[src/u8san_pkg.sv]
// shared types, constants and lead byte decoding for the utf8 sanitizer
package u8san_pkg;

	typedef enum logic {
		ST_IDLE,
		ST_DRAIN
	} state_t;

	typedef struct packed {
		logic load;
		logic pop;
	} ctrl_cmd_t;

	typedef struct packed {
		logic new_any;
		logic rem_last;
	} dp_stat_t;

	localparam logic [7:0] REPL_RESET   = 8'h3F;
	localparam logic [7:0] ASCII_LIMIT  = 8'h80;
	localparam logic [7:0] LEAD2_LO     = 8'hC2;
	localparam logic [7:0] LEAD2_HI     = 8'hDF;
	localparam logic [7:0] LEAD3_LO     = 8'hE0;
	localparam logic [7:0] LEAD3_HI     = 8'hEF;
	localparam logic [7:0] LEAD4_LO     = 8'hF0;
	localparam logic [7:0] LEAD4_HI     = 8'hF4;
	localparam logic [7:0] CONT_MASK    = 8'hC0;
	localparam logic [7:0] CONT_TAG     = 8'h80;
	localparam logic [7:0] LEAD_E0      = 8'hE0;
	localparam logic [7:0] LEAD_ED      = 8'hED;
	localparam logic [7:0] LEAD_F0      = 8'hF0;
	localparam logic [7:0] LEAD_F4      = 8'hF4;
	localparam logic [7:0] SEC_A0       = 8'hA0;
	localparam logic [7:0] SEC_90       = 8'h90;
	localparam logic [7:0] SEC_8F       = 8'h8F;

	// full sequence length for a multibyte lead byte, zero for any other byte
	function automatic logic [2:0] lead_len(input logic [7:0] b);
		logic [2:0] len;
		len = 3'd0;
		if (b >= LEAD2_LO && b <= LEAD2_HI) begin
			len = 3'd2;
		end else if (b >= LEAD3_LO && b <= LEAD3_HI) begin
			len = 3'd3;
		end else if (b >= LEAD4_LO && b <= LEAD4_HI) begin
			len = 3'd4;
		end
		return len;
	endfunction

	// second byte range limits against overlongs, surrogates and > 10FFFF
	function automatic logic second_ok(input logic [7:0] lead, input logic [7:0] b);
		logic ok;
		ok = 1'b1;
		if (lead == LEAD_E0 && b < SEC_A0) begin
			ok = 1'b0;
		end
		if (lead == LEAD_ED && b >= SEC_A0) begin
			ok = 1'b0;
		end
		if (lead == LEAD_F0 && b < SEC_90) begin
			ok = 1'b0;
		end
		if (lead == LEAD_F4 && b > SEC_8F) begin
			ok = 1'b0;
		end
		return ok;
	endfunction

endpackage

[src/u8san_if.sv]
// stream channel interfaces for sanitizer input and output
interface u8san_in_if;
	logic       valid;
	logic       ready;
	logic [7:0] data_byte;
	logic       end_of_text;

	modport source (output valid, output data_byte, output end_of_text, input ready);
	modport sink (input valid, input data_byte, input end_of_text, output ready);
endinterface

interface u8san_out_if;
	logic       valid;
	logic       ready;
	logic [7:0] out_byte;
	logic       out_last;

	modport source (output valid, output out_byte, output out_last, input ready);
	modport sink (input valid, input out_byte, input out_last, output ready);
endinterface

[src/u8san_dp.sv]
// sanitizer datapath: held sequence, result buffer and replacement register
module u8san_dp (
	input  logic                  clk,
	input  logic                  arst_n,
	input  logic                  cfg_we,
	input  logic [7:0]            cfg_data,
	input  logic [7:0]            data_byte,
	input  logic                  end_of_text,
	input  u8san_pkg::ctrl_cmd_t  cmd,
	output u8san_pkg::dp_stat_t   stat,
	output logic [7:0]            out_byte,
	output logic                  out_last
);

	logic [7:0] repl_q;
	logic [7:0] held_q [3];
	logic [1:0] held_cnt_q;
	logic [2:0] seq_len_q;

	logic [7:0] obuf_q [4];
	logic [2:0] rem_q;
	logic       last_q;

	logic [7:0] held_n [3];
	logic [1:0] cnt_n;
	logic [2:0] len_n;
	logic [7:0] lst [4];
	logic [2:0] n;
	logic       ok;
	logic       do_fresh;
	logic [2:0] f_len;

	always_comb begin
		held_n   = held_q;
		cnt_n    = held_cnt_q;
		len_n    = seq_len_q;
		lst      = '{default: '0};
		n        = '0;
		do_fresh = 1'b0;
		f_len    = u8san_pkg::lead_len(data_byte);
		ok       = (data_byte & u8san_pkg::CONT_MASK) == u8san_pkg::CONT_TAG;
		if (held_cnt_q == 2'd1) begin
			ok = ok && u8san_pkg::second_ok(held_q[0], data_byte);
		end

		if (held_cnt_q == 2'd0) begin
			do_fresh = 1'b1;
		end else if (ok) begin
			if ({1'b0, held_cnt_q} + 3'd1 == seq_len_q) begin
				// sequence complete, pass it on unchanged
				for (int i = 0; i < 3; i++) begin
					if (i < int'(held_cnt_q) && n < 3'd4) begin
						lst[n[1:0]] = held_q[i];
						n = n + 3'd1;
					end
				end
				if (n < 3'd4) begin
					lst[n[1:0]] = data_byte;
					n = n + 3'd1;
				end
				cnt_n = '0;
				len_n = '0;
			end else begin
				if (held_cnt_q != 2'd3) begin
					held_n[held_cnt_q] = data_byte;
				end
				cnt_n = held_cnt_q + 2'd1;
			end
		end else begin
			// broken sequence: every held byte turns into a replacement
			for (int i = 0; i < 3; i++) begin
				if (i < int'(held_cnt_q) && n < 3'd4) begin
					lst[n[1:0]] = repl_q;
					n = n + 3'd1;
				end
			end
			cnt_n    = '0;
			len_n    = '0;
			do_fresh = 1'b1;
		end

		if (do_fresh) begin
			if (data_byte < u8san_pkg::ASCII_LIMIT) begin
				if (n < 3'd4) begin
					lst[n[1:0]] = data_byte;
					n = n + 3'd1;
				end
			end else if (f_len == 3'd0) begin
				if (n < 3'd4) begin
					lst[n[1:0]] = repl_q;
					n = n + 3'd1;
				end
			end else begin
				held_n[0] = data_byte;
				cnt_n     = 2'd1;
				len_n     = f_len;
			end
		end

		// cut off at end of text
		if (end_of_text) begin
			for (int i = 0; i < 3; i++) begin
				if (i < int'(cnt_n) && n < 3'd4) begin
					lst[n[1:0]] = repl_q;
					n = n + 3'd1;
				end
			end
			cnt_n = '0;
			len_n = '0;
		end
	end

	always_ff @(posedge clk or negedge arst_n) begin
		if (!arst_n) begin
			repl_q     <= u8san_pkg::REPL_RESET;
			held_cnt_q <= '0;
			seq_len_q  <= '0;
			rem_q      <= '0;
			last_q     <= 1'b0;
		end else begin
			if (cfg_we) begin
				repl_q <= cfg_data;
			end
			if (cmd.load) begin
				held_cnt_q <= cnt_n;
				seq_len_q  <= len_n;
				rem_q      <= n;
				last_q     <= end_of_text;
			end else if (cmd.pop) begin
				rem_q <= rem_q - 3'd1;
			end
		end
	end

	always_ff @(posedge clk) begin
		if (cmd.load) begin
			held_q <= held_n;
			obuf_q <= lst;
		end else if (cmd.pop) begin
			// shift the next result to the head
			obuf_q[0] <= obuf_q[1];
			obuf_q[1] <= obuf_q[2];
			obuf_q[2] <= obuf_q[3];
		end
	end

	assign out_byte      = obuf_q[0];
	assign out_last      = last_q && (rem_q == 3'd1);
	assign stat.new_any  = (n != 3'd0);
	assign stat.rem_last = (rem_q == 3'd1);

endmodule

[src/u8san_ctrl.sv]
// sanitizer controller: accepts items and drains their results
module u8san_ctrl (
	input  logic                  clk,
	input  logic                  arst_n,
	input  logic                  in_valid,
	output logic                  in_ready,
	output logic                  out_valid,
	input  logic                  out_ready,
	input  u8san_pkg::dp_stat_t   stat,
	output u8san_pkg::ctrl_cmd_t  cmd
);

	u8san_pkg::state_t state_q;
	u8san_pkg::state_t state_n;

	always_comb begin
		state_n = state_q;
		case (state_q)
			u8san_pkg::ST_IDLE: begin
				if (in_valid && stat.new_any) begin
					state_n = u8san_pkg::ST_DRAIN;
				end
			end
			u8san_pkg::ST_DRAIN: begin
				if (out_ready && stat.rem_last) begin
					// next item may load in the same cycle the last result leaves
					if (in_valid && stat.new_any) begin
						state_n = u8san_pkg::ST_DRAIN;
					end else begin
						state_n = u8san_pkg::ST_IDLE;
					end
				end
			end
			default: begin
				state_n = u8san_pkg::ST_IDLE;
			end
		endcase
	end

	always_comb begin
		in_ready  = 1'b0;
		out_valid = 1'b0;
		case (state_q)
			u8san_pkg::ST_IDLE: begin
				in_ready = 1'b1;
			end
			u8san_pkg::ST_DRAIN: begin
				out_valid = 1'b1;
				in_ready  = out_ready && stat.rem_last;
			end
			default: begin
				in_ready  = 1'b0;
				out_valid = 1'b0;
			end
		endcase
		cmd.load = in_valid && in_ready;
		cmd.pop  = out_valid && out_ready;
	end

	always_ff @(posedge clk or negedge arst_n) begin
		if (!arst_n) begin
			state_q <= u8san_pkg::ST_IDLE;
		end else begin
			state_q <= state_n;
		end
	end

endmodule

[src/utf8_sanitizer_top.sv]
// utf8 sanitizer top level: controller plus datapath
// an item is taken on its handshake; its first result is offered the next cycle
// an item with k results offers them in order, one transfer each, held while out_ready is low
// the next item is taken in the cycle of the last result's transfer, so items
// with at most one result run at one per cycle while out_ready is high
// reset empties the held sequence and sets the replacement byte to 0x3F
module utf8_sanitizer_top (
	input  logic              clk,
	input  logic              arst_n,
	input  logic              cfg_we,
	input  logic [7:0]        cfg_data,
	u8san_in_if.sink          in_chan,
	u8san_out_if.source       out_chan
);

	u8san_pkg::ctrl_cmd_t cmd;
	u8san_pkg::dp_stat_t  stat;

	u8san_ctrl u_ctrl (
		.clk       (clk),
		.arst_n    (arst_n),
		.in_valid  (in_chan.valid),
		.in_ready  (in_chan.ready),
		.out_valid (out_chan.valid),
		.out_ready (out_chan.ready),
		.stat      (stat),
		.cmd       (cmd)
	);

	u8san_dp u_dp (
		.clk         (clk),
		.arst_n      (arst_n),
		.cfg_we      (cfg_we),
		.cfg_data    (cfg_data),
		.data_byte   (in_chan.data_byte),
		.end_of_text (in_chan.end_of_text),
		.cmd         (cmd),
		.stat        (stat),
		.out_byte    (out_chan.out_byte),
		.out_last    (out_chan.out_last)
	);

endmodule
[src/flat_wrapper.sv]
// flat-port wrapper written by rule: the top's interface ports become plain ports
module utf8_sanitizer_top_flat 
  (clk, arst_n, cfg_we, cfg_data, in_chan_valid, in_chan_data_byte, in_chan_end_of_text, in_chan_ready, out_chan_valid, out_chan_out_byte, out_chan_out_last, out_chan_ready);
  u8san_in_if in_chan_i ();
  u8san_out_if out_chan_i ();
  input  logic clk;
  input  logic arst_n;
  input  logic cfg_we;
  input  logic [7:0] cfg_data;
  input wire logic [$bits(in_chan_i.valid)-1:0] in_chan_valid;
  input wire logic [$bits(in_chan_i.data_byte)-1:0] in_chan_data_byte;
  input wire logic [$bits(in_chan_i.end_of_text)-1:0] in_chan_end_of_text;
  output wire logic [$bits(in_chan_i.ready)-1:0] in_chan_ready;
  output wire logic [$bits(out_chan_i.valid)-1:0] out_chan_valid;
  output wire logic [$bits(out_chan_i.out_byte)-1:0] out_chan_out_byte;
  output wire logic [$bits(out_chan_i.out_last)-1:0] out_chan_out_last;
  input wire logic [$bits(out_chan_i.ready)-1:0] out_chan_ready;
  assign in_chan_i.valid = in_chan_valid;
  assign in_chan_i.data_byte = in_chan_data_byte;
  assign in_chan_i.end_of_text = in_chan_end_of_text;
  assign in_chan_ready = in_chan_i.ready;
  assign out_chan_valid = out_chan_i.valid;
  assign out_chan_out_byte = out_chan_i.out_byte;
  assign out_chan_out_last = out_chan_i.out_last;
  assign out_chan_i.ready = out_chan_ready;
  utf8_sanitizer_top u_core (.clk(clk), .arst_n(arst_n), .cfg_we(cfg_we), .cfg_data(cfg_data), .in_chan(in_chan_i), .out_chan(out_chan_i));
endmodule
[config.mk]
export PLATFORM = sky130hd
export DESIGN_NAME = utf8_sanitizer_top_flat
export DESIGN_NICKNAME = d
export VERILOG_FILES = /design/src/u8san_pkg.sv /design/src/u8san_if.sv /design/src/u8san_dp.sv /design/src/u8san_ctrl.sv /design/src/utf8_sanitizer_top.sv /design/src/flat_wrapper.sv
export SDC_FILE = /design/constraint.sdc
export NUM_CORES = 1
export LEC_CHECK = 0
export BUFFER_PORTS_ARGS = -buffer_cell sky130_fd_sc_hd__buf_2
export CAP_MARGIN = 0
export CELL_PAD_IN_SITES_DETAIL_PLACEMENT = 1
export CELL_PAD_IN_SITES_GLOBAL_PLACEMENT = 2
export CORE_MARGIN = 5
export CORE_UTILIZATION = 42
export DETAILED_ROUTE_END_ITERATION = 12
export GPL_TIMING_DRIVEN = 0
export HOLD_SLACK_MARGIN = 0.15
export MAX_ROUTING_LAYER = met4
export PLACE_DENSITY_LB_ADDON = 0.15
export SLEW_MARGIN = 20
export SYNTH_ARGS = -nofsm -noshare
export SYNTH_HDL_FRONTEND = slang
export SYNTH_HIERARCHICAL = 1
export SYNTH_SLANG_ARGS = --single-unit
[constraint.sdc]
create_clock -name clk -period 11 [get_ports clk]
set_input_delay 1.1 -clock clk [delete_from_list [all_inputs] [get_ports clk]]
set_output_delay 1.1 -clock clk [all_outputs]
set_load 0.05 [all_outputs]
== Word-level counts from Yosys, hierarchy flattened ==
Index checks and enable logic that the tools add are counted.

* Output and inout bits: 11
* Logic and storage cells: 266
* Bits in latches: 0
* Bits of input ports: 22
* Memory bits (writable): 0
* Flip-flop bits (word level): 74
* Memory bits (read-only): 0
* Memories kept: 0

* Div/mod/pow operators: 0
* Bitwise operators: 13
* Muxes and demuxes: 138
* Shifts and indexed selects: 0
* Add/sub/neg operators: 12
* Multiply operators: 0
* Reductions and logical operators: 35
* Magnitude comparators: 46
* Eq/ne operators: 9

{| class="wikitable"
|+ Operators with widths
! kind !! number
|-
| two-way mux 32 bit || 27
|-
| bitwise mux 32 bit || 10
|-
| demux 8 bit (select 2 bit) || 10
|-
| two-way mux 8 bit || 20
|-
| two-way mux 24 bit || 6
|-
| two-way mux 3 bit || 43
|-
| == test 8 bit, second input constant || 4
|-
| >= comparator 8 bit, second input constant || 4
|-
| >= comparator 3 bit, second input constant || 10
|-
| logical AND 1 bit || 30
|-
| < comparator 3 x 1 -> 1 bit, second input constant || 10
|-
| NOT 2 -> 3 bit || 10
|-
| adder 3 x 1 -> 3 bit, second input constant || 9
|-
| < comparator 3 bit, second input constant || 9
|-
| bitwise mux 24 bit || 1
|-
| less-or-equal comparator 8 bit, second input constant || 3
|-
| < comparator 8 bit, second input constant || 3
|-
| two-way mux 2 bit || 7
|-
| two-way mux 1 bit || 12
|-
| greater-than comparator 8 bit, second input constant || 1
|-
| < comparator 1 x 2 -> 1 bit, first input constant || 4
|-
| AND reduction 5 bit || 1
|-
| < comparator 2 bit, first input constant || 2
|-
| one-hot mux 1 bit (2 select lines) || 2
|-
| 13 further kinds || 15
|}

== Longest topological paths before layout ==
Gate-level depths: netlist (run 1).

* Word-level depth: 50
* Depth in mapped cells: 26
* Mapped depth without buffers: 25

== By module ==
Netlist (run 1), hierarchy kept.

{| class="wikitable"
|+ By module, submodules not included
! module !! sequential area each (um^2) !! times used !! area an instance (um^2) !! cells an instance
|-
| u8san_dp || 2114.5 || 1 || 5287.6 || 584
|-
| u8san_ctrl || 25.0 || 1 || 68.8 || 6
|}

== Worst setup path after synthesis (run 1) ==
No wires, ideal clock.

* Path kind: input to register
* Start point: input port in_chan_data_byte[5]
* End point: register u_core.u_dp.obuf_q (netlist bit u_core/u_dp/out_byte[6]), data pin
* Required time: 10.742 ns
* Buffers on the path: 2
* Library setup time: 0.258 ns
* Setup slack: 5.683 ns
* Data arrival time: 5.059 ns
* Stages on the path: 21
* Cell sequence: nand4b_1 nor2_1 o221a_2 nor2_1 mux2i_1 nand2_1 inv_1 ha_1 clkbuf_1 o21ai_1 a32oi_1 a22oi_2 o21ai_1 inv_1 ha_1 a211oi_1 o31a_1 or2_0 buf_2 a221oi_2 nor2_1

* Word-level cells in the longest chain between the ends: 33
* Elaborated cells on any way between the ends: 102
* Those cells by class: 3 x add/sub; 26 x order compare; 53 x mux; 4 x bitwise; 16 x reduce/logical

{| class="wikitable"
|+ RTL lines
! what !! RTL line !! RTL
|-
| from (decl) || flat_wrapper.sv:11 || <nowiki>input wire logic [$bits(in_chan_i.data_byte)-1:0] in_chan_data_byte;</nowiki>
|-
| < comparator 8 bit || u8san_pkg.sv:55 || <nowiki>if (lead == LEAD_E0 && b < SEC_A0) begin</nowiki>
|-
| logical AND 1 bit || u8san_pkg.sv:55 ||
|-
| two-way mux 1 bit || u8san_pkg.sv:55 ||
|-
| two-way mux 1 bit || u8san_pkg.sv:58 || <nowiki>if (lead == LEAD_ED && b >= SEC_A0) begin</nowiki>
|-
| two-way mux 1 bit || u8san_pkg.sv:61 || <nowiki>if (lead == LEAD_F0 && b < SEC_90) begin</nowiki>
|-
| two-way mux 1 bit || u8san_pkg.sv:64 || <nowiki>if (lead == LEAD_F4 && b > SEC_8F) begin</nowiki>
|-
| two-way mux 1 bit || u8san_dp.sv:42 || <nowiki>if (held_cnt_q == 2'd1) begin</nowiki>
|-
| logical AND 1 bit || u8san_dp.sv:43 || <nowiki>ok = ok && u8san_pkg::second_ok(held_q[0], data_byte);</nowiki>
|-
| (+17 left out) || - ||
|-
| >= comparator 3 bit (implied by the code) or < comparator 3 x 1 -> 1 bit (tied branches) || u8san_dp.sv:104 || <nowiki>lst[n[1:0]] = repl_q;</nowiki>
|-
| logical AND 1 bit (implied by the code) || u8san_dp.sv:104 ||
|-
| two-way mux 8 bit (implied by the code) || u8san_dp.sv:104 ||
|-
| demux 8 bit (select 2 bit) || u8san_dp.sv:104 ||
|-
| bitwise mux 32 bit || u8san_dp.sv:104 ||
|-
| two-way mux 32 bit || u8san_dp.sv:103 || <nowiki>if (i < int'(cnt_n) && n < 3'd4) begin</nowiki>
|-
| two-way mux 32 bit * || u8san_dp.sv:101 || <nowiki>if (end_of_text) begin</nowiki>
|-
| two-way mux 24 bit * || u8san_dp.sv:136 || <nowiki>if (cmd.load) begin</nowiki>
|-
| to (signal assigned) || u8san_dp.sv:138 || <nowiki>obuf_q <= lst;</nowiki>
|-
| to (decl) || u8san_dp.sv:20 || <nowiki>logic [7:0] obuf_q [4];</nowiki>
|}

Mark *: on every way between the ends. The rest lies on a longest branch, timed or not. The select of a mux whose other input is x is not followed.
A chain may end at the register's enable or synchronous reset.

== Worst setup path in the final report (run 1) ==
* Start point: register u_core.u_dp.held_cnt_q[1]
* End point: register u_core/u_dp/obuf_q[13] (netlist name), data pin

* Word-level cells in the longest chain between the ends: 44
* Elaborated cells on any way between the ends: 166
* Those cells by class: 10 x add/sub; 33 x order compare; 2 x eq/ne; 95 x mux; 9 x bitwise; 17 x reduce/logical

{| class="wikitable"
|+ RTL lines
! what !! RTL line !! RTL
|-
| from (decl) || u8san_dp.sv:17 || <nowiki>logic [1:0] held_cnt_q;</nowiki>
|-
| from (signal assigned) || u8san_dp.sv:125 || <nowiki>held_cnt_q <= cnt_n;</nowiki>
|-
| < comparator 1 x 2 -> 1 bit || u8san_dp.sv:52, u8san_dp.sv:72 ||
|-
| two-way mux 1 bit || u8san_dp.sv:52, u8san_dp.sv:72 ||
|-
| two-way mux 3 bit || u8san_dp.sv:49 || <nowiki>if ({1'b0, held_cnt_q} + 3'd1 == seq_len_q) begin</nowiki>
|-
| two-way mux 3 bit || u8san_dp.sv:48 || <nowiki>end else if (ok) begin</nowiki>
|-
| two-way mux 3 bit || u8san_dp.sv:46 || <nowiki>if (held_cnt_q == 2'd0) begin</nowiki>
|-
| < comparator 3 bit || u8san_dp.sv:52 || <nowiki>if (i < int'(held_cnt_q) && n < 3'd4) begin</nowiki>
|-
| logical AND 1 bit || u8san_dp.sv:52 ||
|-
| two-way mux 3 bit || u8san_dp.sv:52 ||
|-
| (+28 left out) || - ||
|-
| >= comparator 3 bit (implied by the code) or < comparator 3 x 1 -> 1 bit (tied branches) || u8san_dp.sv:104 ||
|-
| logical AND 1 bit (implied by the code) || u8san_dp.sv:104 ||
|-
| two-way mux 8 bit (implied by the code) || u8san_dp.sv:104 ||
|-
| demux 8 bit (select 2 bit) || u8san_dp.sv:104 ||
|-
| bitwise mux 32 bit || u8san_dp.sv:104 ||
|-
| two-way mux 32 bit || u8san_dp.sv:103 ||
|-
| two-way mux 32 bit * || u8san_dp.sv:101 ||
|-
| two-way mux 24 bit * || u8san_dp.sv:136 ||
|}

Marks and branches as above.

==> results.yml, run 1 <==
drt:
  firstDrtPassIters: 5
  initialDrtViolationCount: 426
  route.detailed.drc: 0
  viasPerCell: 6.15
  drtAntennaViolNets: 0
  detail_route.wl_per_cell_um: 23.1
  vias: 4979
  drt_wl_total_mm: 18.7
worst_setup_path:
  worst_setup_path_end_kind: "register"
  crit_path_start_kind: "register"
  critPathKind: "reg -> reg"
  crit_chain: "clkbuf_1 > inv_1 > ha_1 > nand4_1 > a21oi_1 > o221a_2 > nor2_1 > mux2i_1 > nand2_1 > inv_1 > ha_1 > clkbuf_1 > o21ai_1 > a32oi_1 > a22oi_2 > o21ai_1 > inv_1 > ha_1 > mux2i_1 > ha_1 > a31oi_1 > o32a_1 > nor2_2 > a221o_1"
  required_ps: 11100
  critPathSlowestCell: "dfrtp_1"
  cp_max_fo: 10
  worstPathArrival_ps: 7000
  cpMostUsedCell: "ha_1"
  cpPeakStageDelay_ps: 550
cts:
  clock-root-buffer: "clkbuf_16"
  numCtsBuffers: 9
  cts_resized: 0
  clock-sinks: 74
  clkLatencyLatePin_ps: 350
  ctsHoldBuffers: 0
  path_clk_slew_ps: 60
  clockBufferDepth: 2
  cts_setup_buffers: 0
  cts_tree: "done"
  cts_htree_levels: 3
floorplanning:
  core_area_um2: 12600
  die_h_um: 123
  start_util: 0.426
  ioPinCount: 33
  rows: 41
  die_area_um2: 15100
  die_w_um: 123
global_route:
  grtUsageTotal: 0.263
  grt_overflow: 0
  antenna_found_initial: 0
  grt_max_degree: 25
  grt_pass1_vias: 4992
  grt_pass1_wl_mm: 29.1
place:
  port-buffer-count: 31
  dp_hpwl_mm: 14.2
  gp_congestion: 0.943
sta:
  fin_skew_ps: 7.89
  finalSetupViolations: 0
  fin_setup_tns_ps: 0
  period_minus_slack_ps: 6900
  hold_viol_final: 0
  worstMarginPinSlew_ps: 767
  rsz0062_at_grt: "false"
  fin_worst_hold_slack_ps: 518
  slew_headroom: 0.484
  fmax_mhz: 145
  slew_violations: 0
  finalCritPeriodShare: 0.627
yosys:
  yosysUniqueCellTypes: 74
  synth-seq-cells: 74
  synth_top_family_by_area: "compound AO/OA/AOI/OAI gates"
  synth_ff_type: "edfxtp_1"
  synthMuxAreaShare: 0.0320
  async_flop_share: 0.243
  synthAdderAreaFrac: 0.0350
  synth-compound-area-share: 0.280
  syn_nets: 627
  synth_edf_count: 56
  yosysWarnings: 6
  syn_inst: 590
  synth_xor_xnor_area_share: 0.0131
  syn_area_um2: 5360
  yosysSeqAreaShare: 0.399
  syn_area_per_cell_um2: 9.08
  synthSimpleGateAreaFrac: 0.180
power:
  power.leakage_nw: 2.35
  power_density_nw_per_um2: 245
  power_frac_seq: 0.291
  internal_power_w: 0.000845
  p_comb_frac: 0.489
  sw_frac_of_total: 0.432
  peakVddDrop_mv: 0.0726
  switching_power_w: 0.000644
  p_clk_frac: 0.220
cells_and_area:
  layout.nets: 669
  area_delta_synth_final_pct: 13.3
  final_cell_mix: "69 x nand2_1, 56 x edfxtp_1, 42 x a21oi_1, 41 x buf_2, 37 x o21ai_0"
  diodes: 0
  drive_above_1_share: 0.163
  regArea_um2: 2140
  final_common_cell: "nand2_1"
  multi_input_area_um2: 2900
  nFillCells: 1471
flow_run:
  maxCapViolCount: 0
run_status:
  outcome: "completed"
min_path:
  hold_path.class: "reg -> reg"
==> worst max-delay path, delay by kind of cell (launching register included) <==
kind            cells  cell delay, ps
compound gates      9            2410
flops               1             550
fa+ha+maj           4            1020
buf+inv             5            1300
simple gates        4             920
mux                 2             430
==> worst paths after layout <==
check                                                      startpoint                                    to  slack [ps]  cells past startpoint
worst max-delay path            u_core/u_dp/held_cnt_q[1]$_DFFE_PN0P_      u_core/u_dp/obuf_q[13]$_DFFE_PP_        4100                     24
worst min-delay path             u_core/u_dp/seq_len_q[0]$_DFFE_PN0P_  u_core/u_dp/seq_len_q[0]$_DFFE_PN0P_         520                      2
worst max register to register  u_core/u_dp/held_cnt_q[1]$_DFFE_PN0P_      u_core/u_dp/obuf_q[13]$_DFFE_PP_        4100                     24
worst min register to register   u_core/u_dp/seq_len_q[0]$_DFFE_PN0P_  u_core/u_dp/seq_len_q[0]$_DFFE_PN0P_         520                      2
max in group asynchronous                                      arst_n     u_core/u_dp/repl_q[3]$_DFFE_PN1P_        9990                      1
min in group asynchronous                                      arst_n     u_core/u_dp/repl_q[6]$_DFFE_PN0P_         690                      1
==> logic make-up after synthesis <==
group,after synthesis
AOI/OAI and AO/OA,206
and+or+nand+nor,198
xor gates and xnor gates,8
adders and majority gates,15
muxes,16
DFF,74
buffers and inverters,73
==> metal layers <==
metal	part of all wire	routed length, um	global-route usage
met1	0.45	8370	0.342
met2	0.47	8790	0.420
met3	0.064	1210	0.0453
met4	0.019	348	0.0861
met5	0	0	-
==> synth_stat cells (10+ instances only) <==
cell type | count | area [um2]
edfxtp_1 | 56 | 1680
clkbuf_1 | 33 | 124
nand2_1 | 69 | 259
and3_1 | 16 | 100
buf_4 | 10 | 75.1
buf_2 | 10 | 50.1
a21oi_1 | 42 | 210
a221o_1 | 17 | 170
nand3_1 | 25 | 125
nor3_1 | 11 | 55.1
inv_1 | 16 | 60.1
ha_1 | 15 | 188
dfrtp_1 | 12 | 300
nor2_1 | 33 | 124
a31oi_1 | 10 | 62.6
o21ai_0 | 37 | 185
==> metrics by stage <==
stage / utilization / worst slack, ps / std cells / power [W] / area (um2)
global placement: 0.456 / 4410 / 793 / 0.00113 / 5730
finish: 0.483 / 4100 / 809 / 0.00149 / 6070
CTS: 0.483 / 4260 / 809 / 0.00149 / 6070
detailed placement: 0.456 / 4320 / 793 / 0.00116 / 5730
global route: 0.483 / 3800 / 809 / 0.00157 / 6070
floorplan: - / 5680 / 590 / 0.000957 / 5360
==> final cells by class <==
cell class,count,share of cell area
multi-input combinational,443,0.478
clock buffer,12,0.0460
timing repair buffer,31,0.0256
inverter,19,0.0118
buffer,54,0.0416
tap,172,0.0355
sequential,74,0.353
clock inverter,4,0.00907
==> power groups by stage <==
stage	sequential, W	clock, W	combinational, W
floorplan	0.000432	0	0.000526
global placement	0.000437	0	0.000696
detailed placement	0.000439	0	0.000718
CTS	0.000434	0.000332	0.000724
global route	0.000440	0.000345	0.000787
finish	0.000434	0.000327	0.000728
Note: power is estimated with default switching activity, not from simulation.
==> run 2: changes to the inputs <==
Settings changed: CORE_UTILIZATION 42 to 39.
Clock period 11 ns to 7.2 ns, I/O delays scaled along.
==> run 2 against run 1 <==
  * Power rose by 52%
  * Clock skew down 0.70 ps
  * Sequential share of layout area increased by 0.058 points
  * Critical path type unchanged
  * Final cell count is 0.49% higher
  * Design area shrank 0.16%
  * Highest routed layer unchanged
  * Largest cell class unchanged
==> results.yml, run 2 (same netlist as run 1, synthesis figures left out) <==
run_status:
  outcome: "completed"
worst_setup_path:
  crit_start: "u_core/u_dp/held_cnt_q[1]$_DFFE_PN0P_"
  crit_chain: "clkbuf_1 > inv_1 > ha_1 > nand4_1 > a21oi_1 > o221a_2 > nor2_1 > mux2i_1 > nand2_1 > inv_1 > ha_1 > clkbuf_1 > o21ai_1 > a32oi_1 > a22oi_2 > o21ai_1 > inv_1 > ha_1 > a211oi_1 > o31a_1 > or2_0 > buf_2 > a22oi_1 > a21oi_1"
  required_ps: 7270
  reg2reg_slack_ps: 490
  worstPathArrival_ps: 6780
  r2r-end: "u_core/u_dp/out_byte[4]$_DFFE_PP_"
  crit_path_start_kind: "register"
  cpPeakStageDelay_ps: 530
  critPathKind: "reg -> reg"
  critPathSlowestCell: "dfrtp_1"
  r2r_cells: 24
  worst_setup_path_end_kind: "register"
  regToRegStartpoint: "u_core/u_dp/held_cnt_q[1]$_DFFE_PN0P_"
  cp_max_fo: 10
cts:
  cts_setup_buffers: 0
  clockBufferDepth: 2
  clock-root-buffer: "clkbuf_16"
  cts_tree: "done"
  path_clk_slew_ps: 60
  cts_htree_levels: 3
  clock-sinks: 74
  numCtsBuffers: 9
  ctsHoldBuffers: 0
  clkLatencyLatePin_ps: 340
  cts_resized: 0
sta:
  fmax_mhz: 149
  slew_headroom: 0.462
  period_minus_slack_ps: 6710
  fin_setup_tns_ps: 0
  fin_skew_ps: 7.19
  worstMarginPinSlew_ps: 799
  rsz0062_at_grt: "false"
  finalSetupViolations: 0
  slew_violations: 0
  finalWorstSetupSlack_ps: 489
  finalCritPeriodShare: 0.932
  hold_viol_final: 0
  fin_worst_hold_slack_ps: 321
power:
  switching_power_w: 0.000984
  p_comb_frac: 0.490
  power_frac_seq: 0.293
  sw_frac_of_total: 0.434
  power_density_nw_per_um2: 374
  internal_power_w: 0.00128
  p_total_w: 0.00227
  peakVddDrop_mv: 0.116
  p_clk_frac: 0.217
  power.leakage_nw: 2.35
drt:
  initialDrtViolationCount: 410
  viasPerCell: 6.11
  route.detailed.drc: 0
  vias: 4967
  firstDrtPassIters: 4
  drtAntennaViolNets: 0
  detail_route.wl_per_cell_um: 23.4
  drt_wl_total_mm: 19.1
cells_and_area:
  drive_above_1_share: 0.163
  final_cell_mix: "69 x nand2_1, 56 x edfxtp_1, 42 x a21oi_1, 41 x buf_2, 37 x o21ai_0"
  final_area_um2: 6060
  final_common_cell: "nand2_1"
  diodes: 0
  area_delta_synth_final_pct: 13.1
  layout.nets: 669
floorplanning:
  ioPinCount: 33
  die_h_um: 127
  rows: 42
  die_area_um2: 16200
  core_area_um2: 13300
  start_util: 0.401
  die_w_um: 127
flow_run:
  maxCapViolCount: 0
place:
  post-place-ws_ps: 602
  placed_area_um2: 5740
  dp_hpwl_mm: 14.3
  port-buffer-count: 31
  gp_congestion: 0.917
min_path:
  hold_path.class: "in -> async"
global_route:
  grt_max_degree: 25
  grt_pass1_wl_mm: 29.6
  grt_pass1_vias: 4957
  grtUsageTotal: 0.244
  grt_overflow: 0
  antenna_found_initial: 0
run 2: changes by cell type in the layout (fill, tap and decap cells not counted):
cell,delta
clkinv_2,+1
clkbuf_16,-2
bufinv_16,+1
run 2: routing by layer:
layer	wire length, um	track usage	up-vias
met5	0	-	-
met3	1260	0.0455	28
met1	8640	0.330	2441
met4	356	0.0675	0
li1	-	-	2303
met2	8800	0.376	195
run 2: power by group through the flow:
stage / combinational, W / clock (W) / sequential (W)
after CTS: 0.00110 / 0.000500 / 0.000665
after floorplan: 0.000803 / 0 / 0.000660
after detailed placement: 0.00109 / 0 / 0.000672
after global routing: 0.00121 / 0.000519 / 0.000676
final: 0.00111 / 0.000493 / 0.000664
after global placement: 0.00106 / 0 / 0.000665
run 2: through the flow:
| step | utilization | cells |
|---|---|---|
| global placement | 0.429 | 797 |
| floorplan | - | 590 |
| detailed placement | 0.430 | 797 |
| CTS | 0.454 | 813 |
| finish | 0.454 | 813 |
| global route | 0.454 | 813 |
run 2: layout make-up:
cell class	instances	area, um2
clock inverter	6	90.1
timing repair buffer	31	155
fill	1586	7290
clock buffer	10	229
sequential	74	2140
multi-input combinational	443	2900
tap	176	220
buffer	54	253
inverter	19	71.3
run 2: how the worst max path moves through the flow:
stage | to | slack (ps) | cells after the start
after floorplan | u_core/u_dp/out_byte[6]$_DFFE_PP_ | 2150 | 24
after global placement | u_core/u_dp/out_byte[5]$_DFFE_PP_ | 740 | 24
after detailed placement | u_core/u_dp/out_byte[5]$_DFFE_PP_ | 600 | 24
after CTS | u_core/u_dp/out_byte[4]$_DFFE_PP_ | 580 | 24
after global routing | u_core/u_dp/out_byte[5]$_DFFE_PP_ | 50 | 24
final | u_core/u_dp/out_byte[4]$_DFFE_PP_ | 490 | 24
run 2: critical path, delay by kind of cell, from the launching register on:
kind                     cells  cell delay, ps
AND/OR/NAND/NOR              4            1000
AO/OA/AOI/OAI               10            2360
buffers and inverters        6            1380
adder cells (fa/ha/maj)      3             810
multiplexers                 1             350
flip-flops                   1             530
